`src/rtl/tpe_pkg.sv`:
```
package tpe_pkg;

  localparam int SEGMENT_BYTES = 256;
  localparam int SEG_CNT_W     = $clog2(SEGMENT_BYTES + 1);
  localparam int QUEUE_DEPTH   = 4;
  localparam int QUEUE_PTR_W   = $clog2(QUEUE_DEPTH);

  localparam logic [15:0] CRC_POLY      = 16'h1021;
  localparam logic [15:0] CRC_INIT      = 16'hFFFF;
  localparam logic [7:0]  SILENCE_LEVEL = 8'd128;

  typedef enum logic [1:0] {
    CMD_PLAIN   = 2'd0,
    CMD_SYNC    = 2'd1,
    CMD_SEGMENT = 2'd2,
    CMD_SILENCE = 2'd3
  } cmd_t;

  typedef enum logic [1:0] {
    REG_LOW_LEVEL  = 2'd0,
    REG_HIGH_LEVEL = 2'd1,
    REG_ZERO_WIDTH = 2'd2,
    REG_ONE_WIDTH  = 2'd3
  } reg_idx_t;

  typedef enum logic [1:0] {
    JOB_BYTE    = 2'd0,
    JOB_SYNC    = 2'd1,
    JOB_SILENCE = 2'd2
  } job_kind_t;

  typedef struct packed {
    job_kind_t   kind;
    logic [7:0]  data;
    logic        with_crc;
    logic [15:0] crc_fin;
    logic [17:0] slen;
  } job_t;

  typedef struct packed {
    logic [6:0] low_level;
    logic [7:0] high_level;
    logic [3:0] zero_width;
    logic [3:0] one_width;
  } cfg_t;

endpackage

```
`src/rtl/tpe_front.sv`:
```
module tpe_front (
  input  logic                clk,
  input  logic                rst_n,
  input  logic                in_valid,
  output logic                in_stall,
  input  logic [1:0]          in_command,
  input  logic [7:0]          in_data_byte,
  input  logic [17:0]         in_silence_length,
  input  logic                q_full,
  output logic                q_push,
  output tpe_pkg::job_t       q_job
);

  logic [15:0]                    crc_r, crc_nxt;
  logic [tpe_pkg::SEG_CNT_W-1:0]  cnt_r, cnt_nxt;
  logic [tpe_pkg::SEG_CNT_W-1:0]  cnt_inc;
  logic [15:0]                    crc_upd;
  logic                           accept;
  logic                           seg_end;
  tpe_pkg::cmd_t                  cmd;

  function automatic logic [15:0] crc_byte(input logic [15:0] crc, input logic [7:0] b);
    logic [15:0] acc;
    acc = crc ^ {b, 8'h00};
    for (int i = 0; i < 8; i++) begin
      if (acc[15]) acc = {acc[14:0], 1'b0} ^ tpe_pkg::CRC_POLY;
      else         acc = {acc[14:0], 1'b0};
    end
    return acc;
  endfunction

  assign cmd      = tpe_pkg::cmd_t'(in_command);
  assign in_stall = q_full;
  assign accept   = in_valid && !in_stall;
  assign crc_upd  = crc_byte(crc_r, in_data_byte);
  assign cnt_inc  = cnt_r + 1'b1;
  assign seg_end  = (cnt_inc >= tpe_pkg::SEG_CNT_W'(tpe_pkg::SEGMENT_BYTES));

  always_comb begin
    q_job          = '0;
    q_job.data     = in_data_byte;
    q_job.slen     = in_silence_length;
    q_job.crc_fin  = ~crc_upd;
    q_push         = accept;
    crc_nxt        = crc_r;
    cnt_nxt        = cnt_r;
    unique case (cmd)
      tpe_pkg::CMD_PLAIN: q_job.kind = tpe_pkg::JOB_BYTE;
      tpe_pkg::CMD_SYNC:  q_job.kind = tpe_pkg::JOB_SYNC;
      tpe_pkg::CMD_SEGMENT: begin
        q_job.kind     = tpe_pkg::JOB_BYTE;
        q_job.with_crc = seg_end;
        if (accept) begin
          crc_nxt = seg_end ? tpe_pkg::CRC_INIT : crc_upd;
          cnt_nxt = seg_end ? '0 : cnt_inc;
        end
      end
      default: begin
        q_job.kind = tpe_pkg::JOB_SILENCE;
        // empty silence makes no runs
        q_push     = accept && (in_silence_length != '0);
      end
    endcase
  end

  always_ff @(posedge clk) begin
    if (!rst_n) begin
      crc_r <= tpe_pkg::CRC_INIT;
      cnt_r <= '0;
    end else begin
      crc_r <= crc_nxt;
      cnt_r <= cnt_nxt;
    end
  end

endmodule

```
`src/rtl/tpe_queue.sv`:
```
module tpe_queue (
  input  logic           clk,
  input  logic           rst_n,
  input  logic           push,
  input  tpe_pkg::job_t  push_job,
  output logic           full,
  input  logic           pop,
  output logic           empty,
  output tpe_pkg::job_t  head
);

  tpe_pkg::job_t                   mem_r [tpe_pkg::QUEUE_DEPTH];
  logic [tpe_pkg::QUEUE_PTR_W-1:0] wr_ptr_r, rd_ptr_r;
  logic [tpe_pkg::QUEUE_PTR_W:0]   count_r;
  logic                            do_push, do_pop;

  assign full    = (count_r == (tpe_pkg::QUEUE_PTR_W+1)'(tpe_pkg::QUEUE_DEPTH));
  assign empty   = (count_r == '0);
  assign do_push = push && !full;
  assign do_pop  = pop && !empty;
  assign head    = mem_r[rd_ptr_r];

  always_ff @(posedge clk) begin
    if (do_push) mem_r[wr_ptr_r] <= push_job;
  end

  always_ff @(posedge clk) begin
    if (!rst_n) begin
      wr_ptr_r <= '0;
      rd_ptr_r <= '0;
      count_r  <= '0;
    end else begin
      if (do_push) wr_ptr_r <= wr_ptr_r + 1'b1;
      if (do_pop)  rd_ptr_r <= rd_ptr_r + 1'b1;
      unique case ({do_push, do_pop})
        2'b10:   count_r <= count_r + 1'b1;
        2'b01:   count_r <= count_r - 1'b1;
        default: count_r <= count_r;
      endcase
    end
  end

endmodule

```
`src/rtl/tpe_back.sv`:
```
module tpe_back (
  input  logic           clk,
  input  logic           rst_n,
  input  tpe_pkg::cfg_t  cfg,
  input  logic           q_empty,
  input  tpe_pkg::job_t  q_head,
  output logic           q_pop,
  output logic           out_valid,
  input  logic           out_stall,
  output logic [7:0]     out_sample_value,
  output logic [17:0]    out_run_length,
  output logic           out_last
);

  logic [5:0]  idx_r;
  logic        out_valid_r;
  logic [7:0]  level_r;
  logic [17:0] len_r;
  logic        last_r;

  logic        advance;
  logic        run_last;
  logic [7:0]  cur_byte;
  logic        cur_bit;
  logic [3:0]  bit_w;
  logic [7:0]  bit_level;
  logic [7:0]  level_nxt;
  logic [17:0] len_nxt;

  assign advance = !q_empty && (!out_valid_r || !out_stall);
  assign q_pop   = advance && run_last;

  always_comb begin
    unique case (idx_r[5:4])
      2'd1:    cur_byte = q_head.crc_fin[15:8];
      2'd2:    cur_byte = q_head.crc_fin[7:0];
      default: cur_byte = q_head.data;
    endcase
    // MSB first: bit 7 at runs 0 and 1
    cur_bit   = (q_head.kind == tpe_pkg::JOB_BYTE) ? cur_byte[~idx_r[3:1]] : 1'b0;
    bit_w     = cur_bit ? cfg.one_width : cfg.zero_width;
    if (bit_w == '0) bit_w = 4'd1;
    bit_level = idx_r[0] ? cfg.high_level : {1'b0, cfg.low_level};

    unique case (q_head.kind)
      tpe_pkg::JOB_BYTE: begin
        run_last  = q_head.with_crc ? (idx_r == 6'd47) : (idx_r == 6'd15);
        level_nxt = bit_level;
        len_nxt   = 18'(bit_w);
      end
      tpe_pkg::JOB_SYNC: begin
        run_last  = (idx_r == 6'd1);
        level_nxt = bit_level;
        len_nxt   = 18'(bit_w);
      end
      default: begin
        run_last  = 1'b1;
        level_nxt = tpe_pkg::SILENCE_LEVEL;
        len_nxt   = q_head.slen;
      end
    endcase
  end

  always_ff @(posedge clk) begin
    if (advance) begin
      level_r <= level_nxt;
      len_r   <= len_nxt;
      last_r  <= run_last;
    end
  end

  always_ff @(posedge clk) begin
    if (!rst_n) begin
      idx_r       <= '0;
      out_valid_r <= 1'b0;
    end else if (advance) begin
      idx_r       <= run_last ? '0 : idx_r + 1'b1;
      out_valid_r <= 1'b1;
    end else if (!out_stall) begin
      out_valid_r <= 1'b0;
    end
  end

  assign out_valid        = out_valid_r;
  assign out_sample_value = level_r;
  assign out_run_length   = len_r;
  assign out_last         = last_r;

endmodule

```
`src/rtl/tape_pulse_encoder_with_crc16_top.sv`:
```
// An accepted item is queued; the serializer then registers its runs at the output.
// Throughput: one run per cycle when not stalled; each bit is a low then a high run,
// a segment-closing byte adds its two CRC bytes, silence is one run (run serializer).
// A 4-word queue sits between command decode/CRC and the serializer.
// Reset (rst_n low, synchronous): registers back to defaults, CRC 0xFFFF,
// segment count 0, queue and output empty.
module tape_pulse_encoder_with_crc16_top (
  input  logic        clk,
  input  logic        rst_n,
  input  logic        in_valid,
  output logic        in_stall,
  input  logic [1:0]  in_command,
  input  logic [7:0]  in_data_byte,
  input  logic [17:0] in_silence_length,
  output logic        out_valid,
  input  logic        out_stall,
  output logic [7:0]  out_sample_value,
  output logic [17:0] out_run_length,
  output logic        out_last,
  input  logic        cfg_valid,
  output logic        cfg_ready,
  input  logic [1:0]  cfg_index,
  input  logic [7:0]  cfg_data
);

  tpe_pkg::cfg_t cfg_r;
  tpe_pkg::job_t push_job, head_job;
  logic          q_push, q_full, q_pop, q_empty;

  assign cfg_ready = 1'b1;

  always_ff @(posedge clk) begin
    if (!rst_n) begin
      cfg_r.low_level  <= 7'd32;
      cfg_r.high_level <= 8'd224;
      cfg_r.zero_width <= 4'd1;
      cfg_r.one_width  <= 4'd2;
    end else if (cfg_valid && cfg_ready) begin
      unique case (tpe_pkg::reg_idx_t'(cfg_index))
        tpe_pkg::REG_LOW_LEVEL:  cfg_r.low_level  <= cfg_data[6:0];
        tpe_pkg::REG_HIGH_LEVEL: cfg_r.high_level <= cfg_data;
        tpe_pkg::REG_ZERO_WIDTH: cfg_r.zero_width <= cfg_data[3:0];
        default:                 cfg_r.one_width  <= cfg_data[3:0];
      endcase
    end
  end

  tpe_front u_front (
    .clk               (clk),
    .rst_n             (rst_n),
    .in_valid          (in_valid),
    .in_stall          (in_stall),
    .in_command        (in_command),
    .in_data_byte      (in_data_byte),
    .in_silence_length (in_silence_length),
    .q_full            (q_full),
    .q_push            (q_push),
    .q_job             (push_job)
  );

  tpe_queue u_queue (
    .clk      (clk),
    .rst_n    (rst_n),
    .push     (q_push),
    .push_job (push_job),
    .full     (q_full),
    .pop      (q_pop),
    .empty    (q_empty),
    .head     (head_job)
  );

  tpe_back u_back (
    .clk              (clk),
    .rst_n            (rst_n),
    .cfg              (cfg_r),
    .q_empty          (q_empty),
    .q_head           (head_job),
    .q_pop            (q_pop),
    .out_valid        (out_valid),
    .out_stall        (out_stall),
    .out_sample_value (out_sample_value),
    .out_run_length   (out_run_length),
    .out_last         (out_last)
  );

endmodule

```
`config.mk`:
```
export PLATFORM = sky130hd
export DESIGN_NAME = tape_pulse_encoder_with_crc16_top
export DESIGN_NICKNAME = d
export VERILOG_FILES = /design/src/rtl/tpe_pkg.sv /design/src/rtl/tpe_front.sv /design/src/rtl/tpe_queue.sv /design/src/rtl/tpe_back.sv /design/src/rtl/tape_pulse_encoder_with_crc16_top.sv
export SDC_FILE = /design/constraint.sdc
export NUM_CORES = 1
export LEC_CHECK = 0
export ABC_CLOCK_PERIOD_IN_PS = 3700
export CORE_MARGIN = 2
export CORE_UTILIZATION = 40
export CTS_BUF_LIST = sky130_fd_sc_hd__clkbuf_16
export DETAILED_ROUTE_END_ITERATION = 12
export DONT_BUFFER_PORTS = 1
export PLACE_DENSITY = 0.55
export SLEW_MARGIN = 40
export SYNTH_ARGS = -nofsm -noshare
export SYNTH_HDL_FRONTEND = slang
export SYNTH_SLANG_ARGS = --single-unit
```
`constraint.sdc`:
```
create_clock -name clk -period 3.7 [get_ports clk]
set_input_delay 0.37 -clock clk [delete_from_list [all_inputs] [get_ports clk]]
set_output_delay 0.37 -clock clk [all_outputs]
set_load 0.005 [all_outputs]
```
==> impl_results.md <==
- Starting density of the core: 40.6%
- Worst-skew pair later-pin latency: 540 ps
- GP Congestion: 0.750
- Die height: 169 um
- Slew margin rel.: 48.4%
- Die width: 169 um
- Largest fanout on the critical path: 13
- Synth Area in Adders: 1.22%
- Post-Synth Simple-Gate Area: 7.96%
- Port Buffer Count: 0
- DR WL/cell: 20.4 um
- Outcome: completed
- Post-synthesis compound-gate area fraction: 4.05%
- CP Capture Type: flip-flop
- Worst-margin pin slew: 768 ps
- Clk root buf: clkbuf_16
- Fin crit share: 82.2%
- DIE AREA: 0.0286 mm2
- Most common cell after layout, fill and taps aside: edfxtp_1
- Core Rows: 60
- Synth warn: 0
- Multiplexer area fraction after synthesis: 12.6%
- Vias: 5959
- XOR/XNOR Fraction of Synth Area: 3.36%
- All-layer global routing usage: 16.0%
- Syn nets: 739
- Largest family of logic cells by synthesized area: multiplexers
- Vias in the first global route: 6118
- Critical path class: flip-flop to flip-flop
- Netlist cell types: 62
- H-Tree Depth: 1
- Area contributors post-synth: edfxtp_1 (57%), dfxtp_1 (12%), mux4_2 (7.0%)
- Fin crit period: 3040 ps
- Clk_skew: 8.71 ps
- Leakage: 4.36 nW
- Hold depth: 2
- GRT overflow: 0
- Final number of max-transition violations: 0
- Layout cells sized above 1: 15.8%
- Drt via density: 5.36
- Drt pass-1 iters: 4
- Ports: 73
- Tot Pwr: 8.82 mW
- Pwr per Cell Area: 692 mW/mm2
- Finished Core Util: 47.4%
- Synth Cell Area: 0.0109 mm2
- Largest net degree at the start of global routing: 46
- Min-delay src: cfg_data[2]
- R2R Setup Slk: 660 ps
- Final hold vios: 0
- Crit Reg-Reg Endpoint: u_queue.count_r[2]
- Leading area contributor after synthesis: edfxtp_1
- Max_cap viols: 0
- Area Growth Syn to Fin: 16.9%
- Reg2reg path depth: 10
- Worst path arrival time: 3510 ps
- Post-synthesis sequential area ratio: 68.7%
- Routed WL: 22600 um
- Hold crit path type: input pin to flip-flop
- Avg Cell Area, Syn: 15.9 um2
- Post-synth EDFFs: 207
- Worst hold path endpoint: cfg_r[18]
- Antenna-violating nets left: 0
- Hpwl dp: 14400 um
- Max IR drop VDD: 0.338 mV
- Post-synth top area share: 57.0%
- Layout Nets: 799
- Commonest non-fill, non-tap cells in the layout: edfxtp_1 (207), dfxtp_1 (62), nor2_1 (55), nand2_1 (47), mux2i_1 (41)
- Max Freq: 329 MHz
- RSZ-0062 raised after global routing: false
- Synth Instances: 686
- Yosys reg bits: 271
- # DRC: 0
- Final setup viols: 0
- Reg clk slew, reported paths: 60 ps
- Fillers: 2302
- Clock tree from TritonCTS: yes
- Post-cts resize count: 0
- Main flop type after synthesis: edfxtp_1
- Setup TNS: 0 ps
- First-pass GRT wire length: 35100 um
- Initial antenna violation count: 0
- Startpoint Class: flip-flop
- Iter 0 DRT Violations: 451
- Clock Path Buffers: 3
- CTS buffer count: 30
- CORE AREA: 0.0269 mm2
- CTS Sinks: 271
- Async SR Flop Fraction: 0%
- Diodes inserted: 0
- CP Data Required Time: 4170 ps
==> final cells by class <==
class	count	area (um2)	area share, %
Clock buffer	31	776	6.08
Clock inverter	25	229	1.80
Inverter	16	60.1	0.471
Multi-Input combinational cell	370	3190	25.0
Sequential cell	271	7500	58.8
Tap cell	341	427	3.35
Timing Repair Buffer	57	571	4.47
==> metal layers <==
layer,up-vias,GRT usage (%),wire (um)
met5,-,0,0
met4,0,4.79,602
met3,39,2.99,988
met2,133,27.1,11100
met1,3048,21.0,9950
li1,2739,-,-
==> worst max path at each step <==
stage	startpoint	end	slack, ps	cells past startpoint
floorplan	flip-flop	u_queue.count_r[2]	840	12
finish	flip-flop	u_queue.count_r[2]	660	10
CTS	flip-flop	u_queue.count_r[2]	650	10
global route	flip-flop	u_queue.count_r[2]	510	10
global placement	flip-flop	u_queue.count_r[2]	790	11
detailed placement	flip-flop	u_queue.count_r[2]	700	10
==> report_power, final <==
part	switching, mW	total (mW)	internal [mW]
Sequential	0.198	4.10	3.90
Combinational	1.03	1.75	0.723
Clock	1.18	2.97	1.79
Total	2.40	8.82	6.42
==> what timing repair did <==
item,CTS,global route
hold buffers,37,0
hold endpoints to repair,128,0
buffers inserted,0,0
setup endpoints to repair,0,0
==> state kept, by name (all words and copies together) (netlist names), named ones only <==
signal	count
u_back.out_last	1
cfg_r	23
u_front.cnt_r	9
u_back.out_valid	1
u_back.out_sample_value	8
u_back.idx_r	6
u_back.out_run_length	18
u_queue.wr_ptr_r	2
u_queue.mem_r	180
u_queue.count_r	3
u_queue.rd_ptr_r	2
u_front.crc_r	16
==> worst max-delay path: stages (launching register included) <==
cell and delay [ps]:
dfxtp_2 570, mux4_1 450, o21ai_0 270, a41oi_2 230, nor2_1 160, ha_1 210
inv_1 60, fa_1 390, xor2_1 160, or3_1 320, a21oi_1 140
==> stage by stage <==
stage | worst slack, ps | cell area, um2 | instances | hold WS (ps)
after floorplan | 837 | 10900 | 686 | 441
after global placement | 793 | 11400 | 1018 | 437
after detailed placement | 697 | 11400 | 1018 | 438
after CTS | 651 | 12800 | 1111 | 11.3
after global routing | 507 | 12800 | 1111 | 12.5
final | 657 | 12800 | 1111 | 25.4
==> Yosys cell counts, drive strengths merged (3+ instances only) <==
cell type and instances:
edfxtp 207, dfxtp 64, nor2 55, nand2 47, mux2i 41, mux4 41
xnor2 27, and2 21, clkbuf 17, inv 16, o211ai 16, xor2 14
buf 12, a21oi 10, ha 9, nand3 8, o21ai 8, nor3 6
and3 5, nand2b 5, nor3b 5, nor4 5, a211o 4, nand4 4
nor2b 4, o22ai 4, a211oi 3, nand3b 3, o31ai 3
==> kinds of logic after synthesis <==
family	count (synthesis)
simple gates	174
mux	83
fa+ha+maj	10
flops	271
compound gates	61
buf+inv	45
xor+xnor	41
other cells	1
Power figures use the tool's default switching activity.
